==> src/design/dad_pkg.sv <==
package dad_pkg;

	localparam int AccW  = 17;
	localparam int YearW = 15;
	localparam int RemW  = 14;

	localparam logic [AccW-1:0]  QuadCentury = AccW'(400);
	localparam logic [RemW-1:0]  RemLast     = RemW'(399);
	localparam logic [2:0]       ModTopShift = 3'd5;
	localparam logic [3:0]       LastMonth   = 4'd11;
	localparam logic [13:0]      YearMax     = 14'd16383;

	typedef logic [AccW-1:0] acc_t;

	typedef struct packed {
		acc_t diff;
		logic ge;
		logic gt;
	} alu_res_t;

	typedef struct packed {
		logic [13:0] year;
		logic [3:0]  month;
		logic [4:0]  day;
	} date_res_t;

	typedef enum logic [6:0] {
		ST_IDLE = 7'b0000001,
		ST_MOD  = 7'b0000010,
		ST_DOY  = 7'b0000100,
		ST_SUM  = 7'b0001000,
		ST_YEAR = 7'b0010000,
		ST_MDAY = 7'b0100000,
		ST_DONE = 7'b1000000
	} state_t;

	// Leap test from the year modulo 400; the low two bits also give the year modulo 4.
	function automatic logic is_leap(input logic [RemW-1:0] r);
		is_leap = (r[1:0] == 2'd0) && (r != RemW'(100)) && (r != RemW'(200))
			&& (r != RemW'(300));
	endfunction

	function automatic logic [4:0] month_days(input logic [3:0] idx, input logic leap);
		case (idx)
			4'd0:    month_days = 5'd31;
			4'd1:    month_days = leap ? 5'd29 : 5'd28;
			4'd2:    month_days = 5'd31;
			4'd3:    month_days = 5'd30;
			4'd4:    month_days = 5'd31;
			4'd5:    month_days = 5'd30;
			4'd6:    month_days = 5'd31;
			4'd7:    month_days = 5'd31;
			4'd8:    month_days = 5'd30;
			4'd9:    month_days = 5'd31;
			4'd10:   month_days = 5'd30;
			default: month_days = 5'd31;
		endcase
	endfunction

	function automatic logic [8:0] year_days(input logic leap);
		year_days = leap ? 9'd366 : 9'd365;
	endfunction

endpackage

==> src/design/dad_alu.sv <==
module dad_alu (
	input  dad_pkg::acc_t     a,
	input  dad_pkg::acc_t     b,
	input  logic              sub,
	output dad_pkg::alu_res_t res
);

	logic [dad_pkg::AccW:0] sum;

	always_comb begin
		sum = {1'b0, a} + {1'b0, (sub ? ~b : b)} + {{dad_pkg::AccW{1'b0}}, sub};
		res.diff = sum[dad_pkg::AccW-1:0];
		// With subtraction the carry out means no borrow, so a is at least b.
		res.ge = sum[dad_pkg::AccW];
		res.gt = sum[dad_pkg::AccW] && (sum[dad_pkg::AccW-1:0] != '0);
	end

endmodule

==> src/design/dad_core.sv <==
module dad_core (
	input  logic               clk,
	input  logic               arst_n,
	input  logic               in_valid,
	output logic               in_ready,
	input  logic [4:0]         start_day,
	input  logic [3:0]         start_month,
	input  logic [13:0]        start_year,
	input  logic [15:0]        days_to_add,
	output logic               res_valid,
	input  logic               res_ready,
	output dad_pkg::date_res_t result
);

	dad_pkg::state_t             state_q;
	dad_pkg::acc_t               acc_q;
	logic [dad_pkg::RemW-1:0]    rem_q;
	logic [dad_pkg::YearW-1:0]   year_q;
	logic [15:0]                 add_q;
	logic [3:0]                  mon_last_q;
	logic [3:0]                  cnt_q;
	dad_pkg::acc_t               alu_a;
	dad_pkg::acc_t               alu_b;
	logic                        alu_sub;
	dad_pkg::alu_res_t           alu_res;
	logic                        leap;
	logic [4:0]                  mdays;
	logic [4:0]                  day_fix;
	logic [3:0]                  mon_fix;

	assign leap  = dad_pkg::is_leap(rem_q);
	assign mdays = dad_pkg::month_days(cnt_q, leap);

	assign day_fix = (start_day == 5'd0) ? 5'd1 : start_day;
	assign mon_fix = (start_month == 4'd0) ? 4'd1 :
		((start_month > 4'd12) ? 4'd12 : start_month);

	// Operand selection for the shared adder.
	always_comb begin
		alu_a   = acc_q;
		alu_b   = dad_pkg::AccW'(mdays);
		alu_sub = 1'b1;
		case (state_q)
			dad_pkg::ST_MOD: begin
				alu_a = dad_pkg::AccW'(rem_q);
				alu_b = dad_pkg::QuadCentury << cnt_q[2:0];
			end
			dad_pkg::ST_DOY: begin
				alu_sub = 1'b0;
			end
			dad_pkg::ST_SUM: begin
				alu_b   = dad_pkg::AccW'(add_q);
				alu_sub = 1'b0;
			end
			dad_pkg::ST_YEAR: begin
				alu_b = dad_pkg::AccW'(dad_pkg::year_days(leap));
			end
			default: begin
			end
		endcase
	end

	dad_alu u_alu (
		.a   (alu_a),
		.b   (alu_b),
		.sub (alu_sub),
		.res (alu_res)
	);

	always_ff @(posedge clk or negedge arst_n) begin
		if (!arst_n) begin
			state_q <= dad_pkg::ST_IDLE;
		end else begin
			case (state_q)
				dad_pkg::ST_IDLE: begin
					if (in_valid) state_q <= dad_pkg::ST_MOD;
				end
				dad_pkg::ST_MOD: begin
					if (cnt_q == 4'd0) state_q <= dad_pkg::ST_DOY;
				end
				dad_pkg::ST_DOY: begin
					if (cnt_q == mon_last_q) state_q <= dad_pkg::ST_SUM;
				end
				dad_pkg::ST_SUM: begin
					state_q <= dad_pkg::ST_YEAR;
				end
				dad_pkg::ST_YEAR: begin
					if (!alu_res.gt) state_q <= dad_pkg::ST_MDAY;
				end
				dad_pkg::ST_MDAY: begin
					if (cnt_q == dad_pkg::LastMonth || !alu_res.gt) state_q <= dad_pkg::ST_DONE;
				end
				dad_pkg::ST_DONE: begin
					if (res_ready) state_q <= dad_pkg::ST_IDLE;
				end
				default: begin
					state_q <= dad_pkg::ST_IDLE;
				end
			endcase
		end
	end

	always_ff @(posedge clk) begin
		case (state_q)
			dad_pkg::ST_IDLE: begin
				acc_q      <= dad_pkg::AccW'(day_fix);
				rem_q      <= start_year;
				year_q     <= dad_pkg::YearW'(start_year);
				add_q      <= days_to_add;
				mon_last_q <= mon_fix - 4'd1;
				cnt_q      <= {1'b0, dad_pkg::ModTopShift};
			end
			dad_pkg::ST_MOD: begin
				// Restoring reduction of the year modulo 400, one shifted multiple a cycle.
				if (alu_res.ge) rem_q <= alu_res.diff[dad_pkg::RemW-1:0];
				cnt_q <= (cnt_q == 4'd0) ? 4'd0 : cnt_q - 4'd1;
			end
			dad_pkg::ST_DOY: begin
				if (cnt_q != mon_last_q) begin
					acc_q <= alu_res.diff;
					cnt_q <= cnt_q + 4'd1;
				end else begin
					cnt_q <= 4'd0;
				end
			end
			dad_pkg::ST_SUM: begin
				acc_q <= alu_res.diff;
			end
			dad_pkg::ST_YEAR: begin
				if (alu_res.gt) begin
					acc_q  <= alu_res.diff;
					year_q <= year_q + dad_pkg::YearW'(1);
					rem_q  <= (rem_q == dad_pkg::RemLast) ? '0 : rem_q + dad_pkg::RemW'(1);
				end
			end
			dad_pkg::ST_MDAY: begin
				if (cnt_q != dad_pkg::LastMonth && alu_res.gt) begin
					acc_q <= alu_res.diff;
					cnt_q <= cnt_q + 4'd1;
				end
			end
			default: begin
			end
		endcase
	end

	assign in_ready     = (state_q == dad_pkg::ST_IDLE);
	assign res_valid    = (state_q == dad_pkg::ST_DONE);
	assign result.day   = acc_q[4:0];
	assign result.month = cnt_q + 4'd1;
	assign result.year  = year_q[dad_pkg::YearW-1] ? dad_pkg::YearMax : year_q[13:0];

	// Once reduced, the year remainder must stay below 400.
	a_rem_range: assert property (@(posedge clk) disable iff (!arst_n)
		(state_q == dad_pkg::ST_DOY || state_q == dad_pkg::ST_YEAR
			|| state_q == dad_pkg::ST_MDAY) |-> (rem_q < dad_pkg::RemW'(400)))
		else $error("year remainder out of range");

	// The day offset entering month decomposition is a valid day of the year.
	a_offset_range: assert property (@(posedge clk) disable iff (!arst_n)
		(state_q == dad_pkg::ST_MDAY) |-> (acc_q != '0 && acc_q <= dad_pkg::AccW'(366)))
		else $error("day offset out of range");

	// A finished result always has a nonzero day and a month index within range.
	a_result_day: assert property (@(posedge clk) disable iff (!arst_n)
		res_valid |-> (result.day != 5'd0 && cnt_q <= dad_pkg::LastMonth))
		else $error("bad result date");

endmodule

==> src/design/date_add_days_top.sv <==
// The sequencer reduces the start year modulo 400, sums the days of the start months,
// adds days_to_add, then steps through the years crossed and the months of the end year.
// Throughput: one item at a time; the shared adder handles every step of the sequence.
// The next item can be taken in the cycle after a result moves to the output register.
// Reset (arst_n low, asynchronous) empties the sequencer and the output register.
module date_add_days_top (
	input  logic        clk,
	input  logic        arst_n,
	input  logic        s_tvalid,
	output logic        s_tready,
	input  logic [39:0] s_tdata,   // start_day[4:0], start_month[8:5], start_year[22:9],
	                               // days_to_add[38:23], zero[39]
	output logic        m_tvalid,
	input  logic        m_tready,
	output logic [23:0] m_tdata    // end_day[4:0], end_month[8:5], end_year[22:9], zero[23]
);

	dad_pkg::date_res_t core_res;
	dad_pkg::date_res_t out_q;
	logic               core_valid;
	logic               core_ready;
	logic               out_valid_q;

	assign core_ready = !out_valid_q || m_tready;

	dad_core u_core (
		.clk         (clk),
		.arst_n      (arst_n),
		.in_valid    (s_tvalid),
		.in_ready    (s_tready),
		.start_day   (s_tdata[4:0]),
		.start_month (s_tdata[8:5]),
		.start_year  (s_tdata[22:9]),
		.days_to_add (s_tdata[38:23]),
		.res_valid   (core_valid),
		.res_ready   (core_ready),
		.result      (core_res)
	);

	always_ff @(posedge clk or negedge arst_n) begin
		if (!arst_n) begin
			out_valid_q <= 1'b0;
		end else if (core_ready) begin
			out_valid_q <= core_valid;
		end
	end

	always_ff @(posedge clk) begin
		if (core_ready && core_valid) out_q <= core_res;
	end

	assign m_tvalid = out_valid_q;
	assign m_tdata  = {1'b0, out_q.year, out_q.month, out_q.day};

endmodule

==> config.mk <==
export PLATFORM = sky130hd
export DESIGN_NAME = date_add_days_top
export DESIGN_NICKNAME = d
export VERILOG_FILES = /design/src/design/dad_pkg.sv /design/src/design/dad_alu.sv /design/src/design/dad_core.sv /design/src/design/date_add_days_top.sv
export SDC_FILE = /design/constraint.sdc
export NUM_CORES = 1
export LEC_CHECK = 0
export ABC_AREA = 1
export BUFFER_PORTS_ARGS = -buffer_cell sky130_fd_sc_hd__buf_2
export CAP_MARGIN = 30
export CORE_ASPECT_RATIO = 0.75
export CORE_MARGIN = 3
export CORE_UTILIZATION = 43
export CTS_CLUSTER_DIAMETER = 200
export DETAILED_ROUTE_END_ITERATION = 8
export PLACE_DENSITY = 0.6
export SYNTH_ARGS = -nofsm -noshare
export SYNTH_HDL_FRONTEND = slang
export SYNTH_SLANG_ARGS = --single-unit
==> constraint.sdc <==
create_clock -name clk -period 8.2 [get_ports clk]
set_clock_uncertainty 0.1 [all_clocks]
set_input_delay 0.41 -clock clk [delete_from_list [all_inputs] [get_ports clk]]
set_output_delay 0.41 -clock clk [all_outputs]
set_load 0.03 [all_outputs]
==> run metrics <==
post-synth top area share 0.434; fraction of registers with async set/reset 0.0792; htree depth 3; crit-path max cell delay 0.62 ns; DP Cell Count 1013; die width 147 um; CTS sink count 101; CP Max Fanout 15; vias in the first global route 5189; startpoint types flip-flop; final-report max-slew violation count 0; RSZ-0062 raised after global routing false; run status finished clean; Layout area overhead 13.3%; Max Cap Viol 0; ys flop type edfxtp_1; Seq/Total Area, Yosys 0.466; maximum VDD drop 0.000329 V; Clock Tree Buf Depth 2; antenna cells 0; syn avg cell area 8.47 um^2; post-synthesis net count 830; row cnt 38; Vias 5429; Starting Density 0.442; DP Area 6990 um^2; Slew @ Worst Pin 0.766 ns; Post-synth EDFFs 93; Netlist Area Pre-Place 6430 um^2; DRT Pass-1 Iters 5; Final Setup Violations 0; gr usage total 0.203; # IOs 70; setup repair bufs after CTS 0; share of layout cells above drive strength 1 0.177; HPWL after DPL 12600 um; CTS root buf clkbuf_16; number of synthesized register bits 101; Top cell by count, worst path nand2_1; Slew HR 0.488; Final period util 0.689; Post-Route Setup TNS 0 ns; Design Area, Final 7290 um^2; Final WS setup 2.55 ns; clk slew on worst S/H paths 0.07 ns; Syn Inst Count 759; nets 897; area leader, netlist edfxtp_1; total CTS buffers 9; Min-Delay Path Class primary input to flip-flop; wire per inst 15.8 um; fmax 0.177 GHz; CTS tree built; grt total ovfl 0; crit path kind flip-flop to flip-flop; yosys warns 0; residual DRC count 0; Die ar. 16500 um^2; core area 14500 um^2; initial antenna violation count 0; GPL Wtd Cong 0.925; first-pass GRT wire length 26400 um; Worst Path Arrival 5.54 ns; final hold vios 0; Static Leak 3.19 nW; Routed Antenna Nets 0; Core Util, Final 0.501; Distinct cells, synth 56; most frequent cells in the layout 173 x nand2_1, 93 x edfxtp_1, 89 x inv_1; fillers 1448; Fin Hold WS 0.125 ns; commonest non-fill, non-tap cell in the layout nand2_1; 1st-iter DRT viols 437; pre-CTS setup slack 2.35 ns; PD cells 466 nW/um^2; height of the die 112 um; CP endpoint kind flip-flop; Final Non-Filler Cells 1031; Total Wirelength 16300 um; min cycle time layout 5.65 ns; Worst-Skew Late Latency 0.36 ns; Buffers on Ports 67; DR vias/cell 5.27; Crit path required time 8.09 ns; largest net degree at the start of global routing 57; Power Total 3.40 mW; ranking of synthesized cells by area edfxtp_1 43%, nand2_1 10%, inv_1 5.2%, ha_1 5.1%, nor2_1 5.0%; highest-delay cell along the critical path nand2_1
## path summary, 6_finish.rpt
check,from,to,slack (ns),depth (start not counted)
max reg2reg,u_core.state_q[4]$_DFFE_PN0P_,u_core.year_q[10]$_DFFE_PP_,2.55,25
min,s_tdata[27],u_core.add_q[4]$_DFFE_PP_,0.12,1
min reg2reg,u_core.acc_q[1]$_DFFE_PP_,m_tdata[1]$_DFFE_PP_,0.35,0
max,u_core.state_q[4]$_DFFE_PN0P_,u_core.year_q[10]$_DFFE_PP_,2.55,25
min in group asynchronous,arst_n,u_core.state_q[1]$_DFFE_PN0P_,0.32,2
max in group asynchronous,arst_n,u_core.state_q[0]$_DFFE_PN1P_,7.44,2
## worst max-delay path, delay by kind of cell (launching register included)
kind / cells / cell delay (ns)
buffers and inverters: 4 / 0.70
adder cells (fa/ha/maj): 1 / 0.28
AO/OA/AOI/OAI: 2 / 0.37
flip-flops: 1 / 0.40
AND/OR/NAND/NOR: 16 / 2.70
XOR/XNOR: 2 / 0.74
## what timing repair did
action                                 CTS  global route
endpoints found under the hold margin    8             0
gates resized for setup                  0             0
hold buffers                             1             0
## sequential cells by signal, indices dropped and copies added, names as in the netlist
register / flops
u_core.state_q: 7
u_core.acc_q: 17
u_core.mon_last_q: 4
u_core.year_q: 15
u_core.cnt_q: 4
m_tdata: 23
m_tvalid: 1
u_core.add_q: 16
u_core.rem_q: 14
## cell families after synthesis
| logic type | count (synthesis) | share of synthesized area |
|---|---|---|
| AND/OR/NAND/NOR | 368 | 0.264 |
| buffers and inverters | 119 | 0.0720 |
| AO/OA/AOI/OAI | 118 | 0.110 |
| flip-flops | 101 | 0.466 |
| adder cells (fa/ha/maj) | 27 | 0.0537 |
| XOR/XNOR | 25 | 0.0340 |
| other | 1 | 0.000583 |
## metal layers
metal | vias to the layer above | part of all wire | GRT usage | wire length (um)
li1 | 2674 | - | - | -
met3 | 17 | 0.067 | 0.0517 | 1100
met4 | 0 | 0.013 | 0.0509 | 216
met2 | 162 | 0.42 | 0.292 | 6780
met5 | - | 0 | 0 | 0
met1 | 2576 | 0.50 | 0.306 | 8230
## power breakdown
part / total [mW] / internal (mW) / switching [mW]
Sequential: 0.972 / 0.846 / 0.126
Combinational: 2.02 / 0.638 / 1.39
Clock: 0.399 / 0.205 / 0.194
Total: 3.40 / 1.69 / 1.71
## cell usage after synthesis, types with 3 or more instances
cell / n
nand2_1: 173
edfxtp_1: 93
inv_1: 89
nor2_1: 85
o21ai_0: 46
a21oi_1: 37
nand3_1: 33
ha_1: 26
xor2_1: 20
clkbuf_1: 15
nand2_2: 15
nor3_1: 14
nand4_1: 9
o211ai_1: 8
o221ai_1: 8
dfrtp_1: 7
inv_2: 7
nor4_1: 5
or2_2: 5
xnor2_1: 5
nand2_4: 4
nand3_2: 4
nand3b_1: 4
nor2_4: 4
a32o_1: 3
nor2_2: 3
## layout make-up
class,count,area [um^2],share of cell area
Clock buffer,10,229,0.0314
Clock inverter,6,40.0,0.00549
Inverter,100,379,0.0520
Multi-Input combinational cell,539,2990,0.410
Sequential cell,101,2990,0.411
Tap cell,200,250,0.0343
Timing Repair Buffer,75,405,0.0556
(Power assumes the default switching activity.)
